[config.mk]
export PLATFORM = sky130hd
export DESIGN_NAME = differential_pid_steer_pwm
export DESIGN_NICKNAME = d
export VERILOG_FILES = /design/src/rtl/core/dpsp_pkg.sv /design/src/rtl/core/dpsp_csr.sv /design/src/rtl/core/differential_pid_steer_pwm.sv
export SDC_FILE = /design/constraint.sdc
export NUM_CORES = 1
export LEC_CHECK = 0
export BUFFER_PORTS_ARGS = -buffer_cell sky130_fd_sc_hd__buf_2
export CORE_ASPECT_RATIO = 0.7
export CORE_MARGIN = 2
export CORE_UTILIZATION = 35
export CTS_CLUSTER_SIZE = 25
export DETAILED_ROUTE_END_ITERATION = 8
export SYNTH_ARGS = -nofsm -noshare
export SYNTH_HDL_FRONTEND = slang
export SYNTH_SLANG_ARGS = --single-unit
[constraint.sdc]
create_clock -name clock -period 13.8 [get_ports clock]
set_input_delay 2.76 -clock clock [delete_from_list [all_inputs] [get_ports clock]]
set_output_delay 2.76 -clock clock [all_outputs]
set_load 0.01 [all_outputs]
[src/rtl/core/dpsp_pkg.sv]
`default_nettype none

package dpsp_pkg;

   // PWM timer top value; compare = floor(PWM_TOP*(100-duty)/100)
   localparam longint unsigned PWM_TOP = 3199;

   // Divide by 100 as a multiply by a rounded-up reciprocal, exact for off <= 100
   localparam int CMP_SHIFT = 16;
   localparam longint unsigned CMP_RECIP = (PWM_TOP * (64'd1 << CMP_SHIFT) + 99) / 100;
   localparam int CMP_RECIP_W = $clog2(CMP_RECIP + 1);
   localparam int CMP_W = 12;
   localparam int CMP_PROD_W = (CMP_RECIP_W + 7 > CMP_SHIFT + CMP_W) ?
                               (CMP_RECIP_W + 7) : (CMP_SHIFT + CMP_W);

   localparam int GAIN_W = 16;
   localparam int DUTY_W = 7;
   localparam logic [DUTY_W-1:0] DUTY_FULL = 7'd100;
   localparam logic [DUTY_W-1:0] DUTY_MIN  = 7'd1;

   localparam int ADDR_W = 5;
   localparam int DATA_W = 32;

   typedef enum logic [2:0] {
      REG_KP_LEFT   = 3'd0,
      REG_KI_LEFT   = 3'd1,
      REG_KD_LEFT   = 3'd2,
      REG_KP_RIGHT  = 3'd3,
      REG_KI_RIGHT  = 3'd4,
      REG_KD_RIGHT  = 3'd5,
      REG_BASE      = 3'd6,
      REG_MAX       = 3'd7
   } reg_idx_type;

   typedef struct packed {
      logic [GAIN_W-1:0] kp_left;
      logic [GAIN_W-1:0] ki_left;
      logic [GAIN_W-1:0] kd_left;
      logic [GAIN_W-1:0] kp_right;
      logic [GAIN_W-1:0] ki_right;
      logic [GAIN_W-1:0] kd_right;
      logic [DUTY_W-1:0] base_speed;
      logic [DUTY_W-1:0] max_speed;
   } cfg_type;

endpackage

`default_nettype wire

[src/rtl/core/dpsp_csr.sv]
`default_nettype none

module dpsp_csr import dpsp_pkg::*; (
   input  wire logic              clock,
   input  wire logic              reset,
   input  wire logic              psel,
   input  wire logic              penable,
   input  wire logic              pwrite,
   input  wire logic [ADDR_W-1:0] paddr,
   input  wire logic [DATA_W-1:0] pwdata,
   output logic      [DATA_W-1:0] prdata,
   output logic                   pready,
   output cfg_type                cfg
);

   cfg_type     cfg_ff, cfg_in;
   reg_idx_type idx;
   logic        wr_en;

   assign pready = 1'b1;
   assign idx    = reg_idx_type'(paddr[ADDR_W-1:2]);
   assign wr_en  = psel && penable && pwrite;
   assign cfg    = cfg_ff;

   always_comb begin
      cfg_in = cfg_ff;
      if (wr_en) begin
         unique case (idx)
            REG_KP_LEFT:  cfg_in.kp_left    = pwdata[GAIN_W-1:0];
            REG_KI_LEFT:  cfg_in.ki_left    = pwdata[GAIN_W-1:0];
            REG_KD_LEFT:  cfg_in.kd_left    = pwdata[GAIN_W-1:0];
            REG_KP_RIGHT: cfg_in.kp_right   = pwdata[GAIN_W-1:0];
            REG_KI_RIGHT: cfg_in.ki_right   = pwdata[GAIN_W-1:0];
            REG_KD_RIGHT: cfg_in.kd_right   = pwdata[GAIN_W-1:0];
            REG_BASE:     cfg_in.base_speed = pwdata[DUTY_W-1:0];
            REG_MAX:      cfg_in.max_speed  = pwdata[DUTY_W-1:0];
            default:      cfg_in = cfg_ff;
         endcase
      end
   end

   always_comb begin
      unique case (idx)
         REG_KP_LEFT:  prdata = DATA_W'(cfg_ff.kp_left);
         REG_KI_LEFT:  prdata = DATA_W'(cfg_ff.ki_left);
         REG_KD_LEFT:  prdata = DATA_W'(cfg_ff.kd_left);
         REG_KP_RIGHT: prdata = DATA_W'(cfg_ff.kp_right);
         REG_KI_RIGHT: prdata = DATA_W'(cfg_ff.ki_right);
         REG_KD_RIGHT: prdata = DATA_W'(cfg_ff.kd_right);
         REG_BASE:     prdata = DATA_W'(cfg_ff.base_speed);
         REG_MAX:      prdata = DATA_W'(cfg_ff.max_speed);
         default:      prdata = '0;
      endcase
   end

   always_ff @(posedge clock) begin
      if (reset) begin
         cfg_ff.kp_left    <= 16'd128;
         cfg_ff.ki_left    <= 16'd0;
         cfg_ff.kd_left    <= 16'd30720;
         cfg_ff.kp_right   <= 16'd133;
         cfg_ff.ki_right   <= 16'd0;
         cfg_ff.kd_right   <= 16'd30720;
         cfg_ff.base_speed <= 7'd18;
         cfg_ff.max_speed  <= 7'd25;
      end else begin
         cfg_ff <= cfg_in;
      end
   end

endmodule

`default_nettype wire

[src/rtl/core/differential_pid_steer_pwm.sv]
// Differential-drive PID steering with PWM compare outputs.
//
// Input channel (req_): one signed error sample per word, taken when
// req_valid is high and req_stall low. Output channel (rsp_): one word per
// input, holding both clamped duties and both timer compare values, taken
// when rsp_valid is high and rsp_stall low. Gains, base and max speed sit
// in an APB register file (psel/penable/pwrite/paddr/pwdata/prdata/pready).
//
// A ten-step control program steps one shared 17x9 multiplier through the
// six gain products: take the word, three multiply-accumulates per wheel,
// latch the right correction, clamp, and load the output. A new word is
// taken only once the program has loaded the output register with the
// result of the last one, as the single multiplier serves every product.
//
// The output register frees the sequencer: the next word is taken while a
// result still waits. If the receiver stalls long enough that the next
// result is ready too, the program holds in its output step until the
// waiting word goes. Reset clears the integral, the previous error, the
// output valid and the program counter, and restores the register defaults.
`default_nettype none

module differential_pid_steer_pwm import dpsp_pkg::*; (
   input  wire logic              clock,
   input  wire logic              reset,
   input  wire logic              req_valid,
   output logic                   req_stall,
   input  wire logic signed [7:0] req_pos_error,
   output logic                   rsp_valid,
   input  wire logic              rsp_stall,
   output logic [DUTY_W-1:0]      rsp_duty_left,
   output logic [DUTY_W-1:0]      rsp_duty_right,
   output logic [CMP_W-1:0]       rsp_compare_left,
   output logic [CMP_W-1:0]       rsp_compare_right,
   input  wire logic              psel,
   input  wire logic              penable,
   input  wire logic              pwrite,
   input  wire logic [ADDR_W-1:0] paddr,
   input  wire logic [DATA_W-1:0] pwdata,
   output logic      [DATA_W-1:0] prdata,
   output logic                   pready
);

   localparam int STEP_W = 4;
   localparam int ACC_W  = 27;
   localparam int CORR_W = ACC_W - 8;
   localparam int SUM_W  = CORR_W + 1;

   typedef enum logic [2:0] {
      OP_WAIT_IN,
      OP_MAC,
      OP_NOP,
      OP_CLAMP,
      OP_WAIT_OUT
   } op_type;

   typedef enum logic [1:0] {
      SRC_ERR,
      SRC_INTEG,
      SRC_DIFF
   } src_type;

   typedef struct packed {
      op_type             op;
      src_type            src;
      reg_idx_type        gain;
      logic               acc_add;
      logic               st_left;
      logic               st_right;
      logic [STEP_W-1:0]  next;
   } ctrl_type;

   function automatic ctrl_type rom_read(input logic [STEP_W-1:0] step);
      ctrl_type w;
      w = '{op: OP_WAIT_IN, src: SRC_ERR, gain: REG_KP_LEFT, acc_add: 1'b0,
            st_left: 1'b0, st_right: 1'b0, next: 4'd0};
      unique case (step)
         4'd0: w.next = 4'd1;
         4'd1: w = '{OP_MAC, SRC_ERR,   REG_KP_LEFT,  1'b0, 1'b0, 1'b0, 4'd2};
         4'd2: w = '{OP_MAC, SRC_INTEG, REG_KI_LEFT,  1'b1, 1'b0, 1'b0, 4'd3};
         4'd3: w = '{OP_MAC, SRC_DIFF,  REG_KD_LEFT,  1'b1, 1'b0, 1'b0, 4'd4};
         4'd4: w = '{OP_MAC, SRC_ERR,   REG_KP_RIGHT, 1'b0, 1'b1, 1'b0, 4'd5};
         4'd5: w = '{OP_MAC, SRC_INTEG, REG_KI_RIGHT, 1'b1, 1'b0, 1'b0, 4'd6};
         4'd6: w = '{OP_MAC, SRC_DIFF,  REG_KD_RIGHT, 1'b1, 1'b0, 1'b0, 4'd7};
         4'd7: w = '{OP_NOP, SRC_ERR,   REG_KP_LEFT,  1'b0, 1'b0, 1'b1, 4'd8};
         4'd8: w = '{OP_CLAMP, SRC_ERR, REG_KP_LEFT,  1'b0, 1'b0, 1'b0, 4'd9};
         4'd9: w = '{OP_WAIT_OUT, SRC_ERR, REG_KP_LEFT, 1'b0, 1'b0, 1'b0, 4'd0};
         default: w.next = 4'd0;
      endcase
      return w;
   endfunction

   // Sum / 256, truncated toward zero
   function automatic logic signed [CORR_W-1:0] trunc_div(input logic signed [ACC_W-1:0] a);
      logic signed [ACC_W-1:0] b;
      b = a[ACC_W-1] ? a + ACC_W'(255) : a;
      return b[ACC_W-1:8];
   endfunction

   function automatic logic [DUTY_W-1:0] clamp_duty(input logic signed [SUM_W-1:0] d,
                                                    input logic [DUTY_W-1:0]       mx);
      logic signed [SUM_W-1:0] mx_s;
      mx_s = $signed({{(SUM_W-DUTY_W){1'b0}}, mx});
      if (d > mx_s) begin
         return mx;
      end else if (d <= 0) begin
         return DUTY_MIN;
      end
      return d[DUTY_W-1:0];
   endfunction

   function automatic logic [CMP_W-1:0] compare_of(input logic [DUTY_W-1:0] d);
      logic [CMP_PROD_W-1:0] prod;
      logic [DUTY_W-1:0]     off;
      off  = DUTY_FULL - d;
      prod = CMP_PROD_W'(off) * CMP_PROD_W'(CMP_RECIP);
      if (d >= DUTY_FULL) begin
         return '0;
      end
      return prod[CMP_SHIFT +: CMP_W];
   endfunction

   cfg_type cfg;

   dpsp_csr u_csr (
      .clock   (clock),
      .reset   (reset),
      .psel    (psel),
      .penable (penable),
      .pwrite  (pwrite),
      .paddr   (paddr),
      .pwdata  (pwdata),
      .prdata  (prdata),
      .pready  (pready),
      .cfg     (cfg)
   );

   logic [STEP_W-1:0]        step_ff, step_in;
   logic [7:0]               integ_ff, integ_in;
   logic [7:0]               prev_ff, prev_in;
   logic signed [7:0]        err_ff, err_in;
   logic signed [8:0]        diff_ff, diff_in;
   logic signed [ACC_W-1:0]  acc_ff, acc_in;
   logic signed [CORR_W-1:0] left_ff, left_in;
   logic signed [CORR_W-1:0] right_ff, right_in;
   logic [DUTY_W-1:0]        dl_ff, dl_in, dr_ff, dr_in;
   logic                     rsp_valid_ff, rsp_valid_in;
   logic [DUTY_W-1:0]        out_dl_ff, out_dl_in, out_dr_ff, out_dr_in;
   logic [CMP_W-1:0]         out_cl_ff, out_cl_in, out_cr_ff, out_cr_in;

   ctrl_type                 cw;
   logic                     in_take;
   logic                     out_free;
   logic [GAIN_W-1:0]        gain_val;
   logic signed [8:0]        opnd;
   logic signed [25:0]       prod;
   logic signed [SUM_W-1:0]  sum_l, sum_r;

   assign cw        = rom_read(step_ff);
   assign req_stall = reset || (cw.op != OP_WAIT_IN);
   assign in_take   = req_valid && !req_stall;
   assign out_free  = !rsp_valid_ff || !rsp_stall;

   always_comb begin
      unique case (cw.gain)
         REG_KP_LEFT:  gain_val = cfg.kp_left;
         REG_KI_LEFT:  gain_val = cfg.ki_left;
         REG_KD_LEFT:  gain_val = cfg.kd_left;
         REG_KP_RIGHT: gain_val = cfg.kp_right;
         REG_KI_RIGHT: gain_val = cfg.ki_right;
         REG_KD_RIGHT: gain_val = cfg.kd_right;
         default:      gain_val = '0;
      endcase
   end

   always_comb begin
      unique case (cw.src)
         SRC_ERR:   opnd = {err_ff[7], err_ff};
         SRC_INTEG: opnd = $signed({integ_ff[7], integ_ff});
         SRC_DIFF:  opnd = diff_ff;
         default:   opnd = '0;
      endcase
   end

   assign prod  = 26'($signed({1'b0, gain_val})) * 26'(opnd);
   assign sum_l = $signed({{(SUM_W-DUTY_W){1'b0}}, cfg.base_speed})
                  + {left_ff[CORR_W-1], left_ff};
   assign sum_r = $signed({{(SUM_W-DUTY_W){1'b0}}, cfg.base_speed})
                  - {right_ff[CORR_W-1], right_ff};

   always_comb begin
      step_in      = step_ff;
      integ_in     = integ_ff;
      prev_in      = prev_ff;
      err_in       = err_ff;
      diff_in      = diff_ff;
      acc_in       = acc_ff;
      left_in      = left_ff;
      right_in     = right_ff;
      dl_in        = dl_ff;
      dr_in        = dr_ff;
      out_dl_in    = out_dl_ff;
      out_dr_in    = out_dr_ff;
      out_cl_in    = out_cl_ff;
      out_cr_in    = out_cr_ff;
      rsp_valid_in = rsp_valid_ff && rsp_stall;

      if (cw.st_left) begin
         left_in = trunc_div(acc_ff);
      end
      if (cw.st_right) begin
         right_in = trunc_div(acc_ff);
      end

      unique case (cw.op)
         OP_WAIT_IN: begin
            if (in_take) begin
               err_in   = req_pos_error;
               integ_in = integ_ff + req_pos_error;
               diff_in  = {req_pos_error[7], req_pos_error} - $signed({prev_ff[7], prev_ff});
               prev_in  = req_pos_error;
               step_in  = cw.next;
            end
         end
         OP_MAC: begin
            acc_in  = cw.acc_add ? acc_ff + {prod[25], prod} : ACC_W'(prod);
            step_in = cw.next;
         end
         OP_CLAMP: begin
            dl_in   = clamp_duty(sum_l, cfg.max_speed);
            dr_in   = clamp_duty(sum_r, cfg.max_speed);
            step_in = cw.next;
         end
         OP_WAIT_OUT: begin
            // hold until the output register can take the word
            if (out_free) begin
               out_dl_in    = dl_ff;
               out_dr_in    = dr_ff;
               out_cl_in    = compare_of(dl_ff);
               out_cr_in    = compare_of(dr_ff);
               rsp_valid_in = 1'b1;
               step_in      = cw.next;
            end
         end
         default: begin
            step_in = cw.next;
         end
      endcase
   end

   always_ff @(posedge clock) begin
      if (reset) begin
         step_ff      <= '0;
         integ_ff     <= '0;
         prev_ff      <= '0;
         rsp_valid_ff <= 1'b0;
      end else begin
         step_ff      <= step_in;
         integ_ff     <= integ_in;
         prev_ff      <= prev_in;
         rsp_valid_ff <= rsp_valid_in;
      end
      begin
         err_ff    <= err_in;
         diff_ff   <= diff_in;
         acc_ff    <= acc_in;
         left_ff   <= left_in;
         right_ff  <= right_in;
         dl_ff     <= dl_in;
         dr_ff     <= dr_in;
         out_dl_ff <= out_dl_in;
         out_dr_ff <= out_dr_in;
         out_cl_ff <= out_cl_in;
         out_cr_ff <= out_cr_in;
      end
   end

   assign rsp_valid         = rsp_valid_ff;
   assign rsp_duty_left     = out_dl_ff;
   assign rsp_duty_right    = out_dr_ff;
   assign rsp_compare_left  = out_cl_ff;
   assign rsp_compare_right = out_cr_ff;

endmodule

`default_nettype wire

==> impl_metrics.toml <==
[routing]
wirelength_mm = 63.2
first_pass_iters = 8
drc = 0
postRouteAntennaNets = 0
vias_per_cell = 5.32
drtIter0Drc = 1631
wl_per_cell_um = 18.0
vias = 18700

[setup_path]
crit_fanout = 24
r2r_slack_ps = 3340
endpoint = "acc_ff[25]"
critPathKind = "register to register"
reg2reg_depth = 33
critPathMaxStageDelay_ps = 680
worstPathArrival_ps = 10810
critPathCaptureType = "register"
cp-startpoint = "step_ff[3]"
cp.required_ps = 14150
cp_slowest_cell = "dfxtp_1"
crit_top_cell = "fa_1"
r2r_start = "step_ff[3]"
r2r_end = "acc_ff[25]"
critPathLaunchType = "register"

[power_and_ir_drop]
p_leak_uw = 0.0111
cellPowerDensity_nw_per_um2 = 114
ir_worst_vdd_mv = 0.0956

[placement]
post-place-ws_ps = 3520
place_area_um2 = 24700
portBuffers = 89
gp_congestion = 0.882
dp_hpwl_mm = 47.7

[logic_synthesis]
netlist_top_cells_area = "edfxtp_1 17%, fa_1 15%, ha_1 13%, dfxtp_1 11%, nand2_1 6.1%"
syn_area_um2 = 23400
ys_warn_count = 0
synth_top_area_share_pct = 17.2
yosys.area.top_type = "edfxtp_1"
ys_ff_latch = 265
synthArstFlopShare_pct = 0
synthCells = 2543
synth_edf_count = 134
ys_seq_area_share_pct = 28.4
synth_most_common_cell = "nand2_1"
ys.flop_type = "edfxtp_1"
synth_common_cells = "378 x nand2_1, 254 x inv_1, 243 x ha_1"
synth_cell_type_count = 88
synth.avg_cell_area_um2 = 9.19

[sta]
hold_viol_final = 0
fin_setup_tns_ps = 0
setup_viol = 0
maxSlewHeadroom_pct = 16.9
worst_pin_slew_ps = 1250
period_minus_slack_ps = 10460
final_max_slew_viol_count = 0
period_share_pct = 75.8
clock.fmax_ghz = 0.0956
worst_slack_ps = 3340
rsz0062_at_grt = "no"
clock-skew-final_ps = 32.4

[final_layout]
nets = 3065
final_area_um2 = 25600
area_delta_synth_final_pct = 9.72
drive_above_1_share_pct = 7.92

[cts]
post_cts_buffers = 0
htreeDepth = 1
cts.clk_slew.worst_paths_ps = 70
cts.sinks = 265
cts_buffer_depth = 3
clk_latency_ps = 610
hold_buffers = 0
cts_tree = "yes"
numCtsBuffers = 29
cts_resized = 0
cts-root-buf = "clkbuf_16"

[die]
num_rows = 79
die_h_um = 220
die_area_um2 = 68900
dieWidth_um = 313
initial_core_util_pct = 35.3
core_area_um2 = 66200
ios = 125

[global_route]
grt_max_degree = 72
grt_pass1_wl_mm = 100
grt_antenna_before_repair = 3
first_global_vias = 18100
grt_use_total_pct = 18.1
overflow = 0

[outcome]
outcome = "complete, no violations"

[hold_path]
hold_path_class = "register to register"

[flow_run]
max_cap_violations = 0
[final cells by class]
type                       instances  area [µm²]
inverter                         256         961
multi-input combinational       1928       15400
clock inverter                    20         196
clock buffer                      34         744
tap                              891        1110
fill                            6620       40600
timing repair buffer             112         621
antenna                            2        5.00
sequential                       265        6650
[kinds of logic after synthesis]
kind of cell,count (synthesis),share of synthesized area (%)
AO/OA/AOI/OAI,498,13.7
buffers and inverters,365,6.23
XOR/XNOR,114,4.30
multiplexers,57,2.90
adder cells (fa/ha/maj),421,28.3
other,2,0.0321
AND/OR/NAND/NOR,821,16.2
flip-flops,265,28.4
[layer usage]
metal,vias up,GRT usage (%),wire [µm]
met5,-,0,40
met4,6,3.57,1130
met3,90,3.10,5250
met2,614,26.6,26300
met1,9147,27.6,30500
li1,8806,-,-
[worst max-delay path, delay by kind of cell (launching register included)]
kind	cells	cell delay [ps]
flops	1	680
compound gates	12	2950
simple gates	8	2270
fa+ha+maj	7	3310
xor+xnor	1	180
buf+inv	5	800
[sequential cells by signal, indices dropped and copies added, names as in the netlist]
register	count
rsp_compare_right	12
prev_ff	8
rsp_valid	1
step_ff	4
left_ff	19
dr_ff	7
right_ff	19
dl_ff	7
err_ff	8
integ_ff	8
acc_ff	27
rsp_duty_left	7
diff_ff	9
rsp_compare_left	12
u_csr.cfg	110
rsp_duty_right	7
[worst min-delay path by stage]
stage	from	slack [ps]	endpoint	cells past startpoint
3_3_place_gp	u_csr.cfg[24]	450	u_csr.cfg[24]	2
5_1_grt	u_csr.cfg[24]	490	u_csr.cfg[24]	2
2_1_floorplan	dr_ff[4]	440	rsp_duty_right[4]	0
4_1_cts	u_csr.cfg[24]	470	u_csr.cfg[24]	2
6_report	u_csr.cfg[52]	470	u_csr.cfg[52]	2
3_5_place_dp	u_csr.cfg[24]	460	u_csr.cfg[24]	2
[power breakdown]
| part | internal, µW | switching [µW] | total [µW] | leakage [µW] |
|---|---|---|---|---|
| registers | 911 | 58.7 | 970 | 0.00232 |
| logic | 458 | 688 | 1150 | 0.00836 |
| clock network | 444 | 355 | 799 | 0.000452 |
[metrics by stage]
| step | hold WS [ps] | cells | util (%) | total power [µW] |
|---|---|---|---|---|
| finish | 469 | 3508 | 38.7 | 2920 |
| global route | 489 | 3506 | 38.7 | 3100 |
| CTS | 469 | 3506 | 38.7 | 2920 |
| detailed placement | 461 | 3452 | 37.3 | 2110 |
| global placement | 451 | 3452 | 37.3 | 2090 |
| floorplan | 444 | 2558 | - | 1840 |
[placed cells by master, fill, tap and decap left out, drive strengths merged, types with 9 or more instances in the layout]
master  instances
a211oi         16
a21o           37
a21oi         194
a222oi         16
a22oi          14
a31oi          10
and2           20
and3            9
and4           14
buf           112
clkbuf         34
clkinv         12
conb           17
dfxtp         131
edfxtp        134
fa            178
ha            243
inv           258
mux2           16
mux2i          34
nand2         378
nand2b         29
nand3          40
nand3b         21
nand4          21
nor2          198
nor2b          22
nor3           24
nor4           10
o211ai          9
o21a           19
o21ai          71
o21bai         17
o22ai          15
o31ai          18
xnor2          67
xor2           47
No activity file was read; power rests on OpenSTA's default activity.
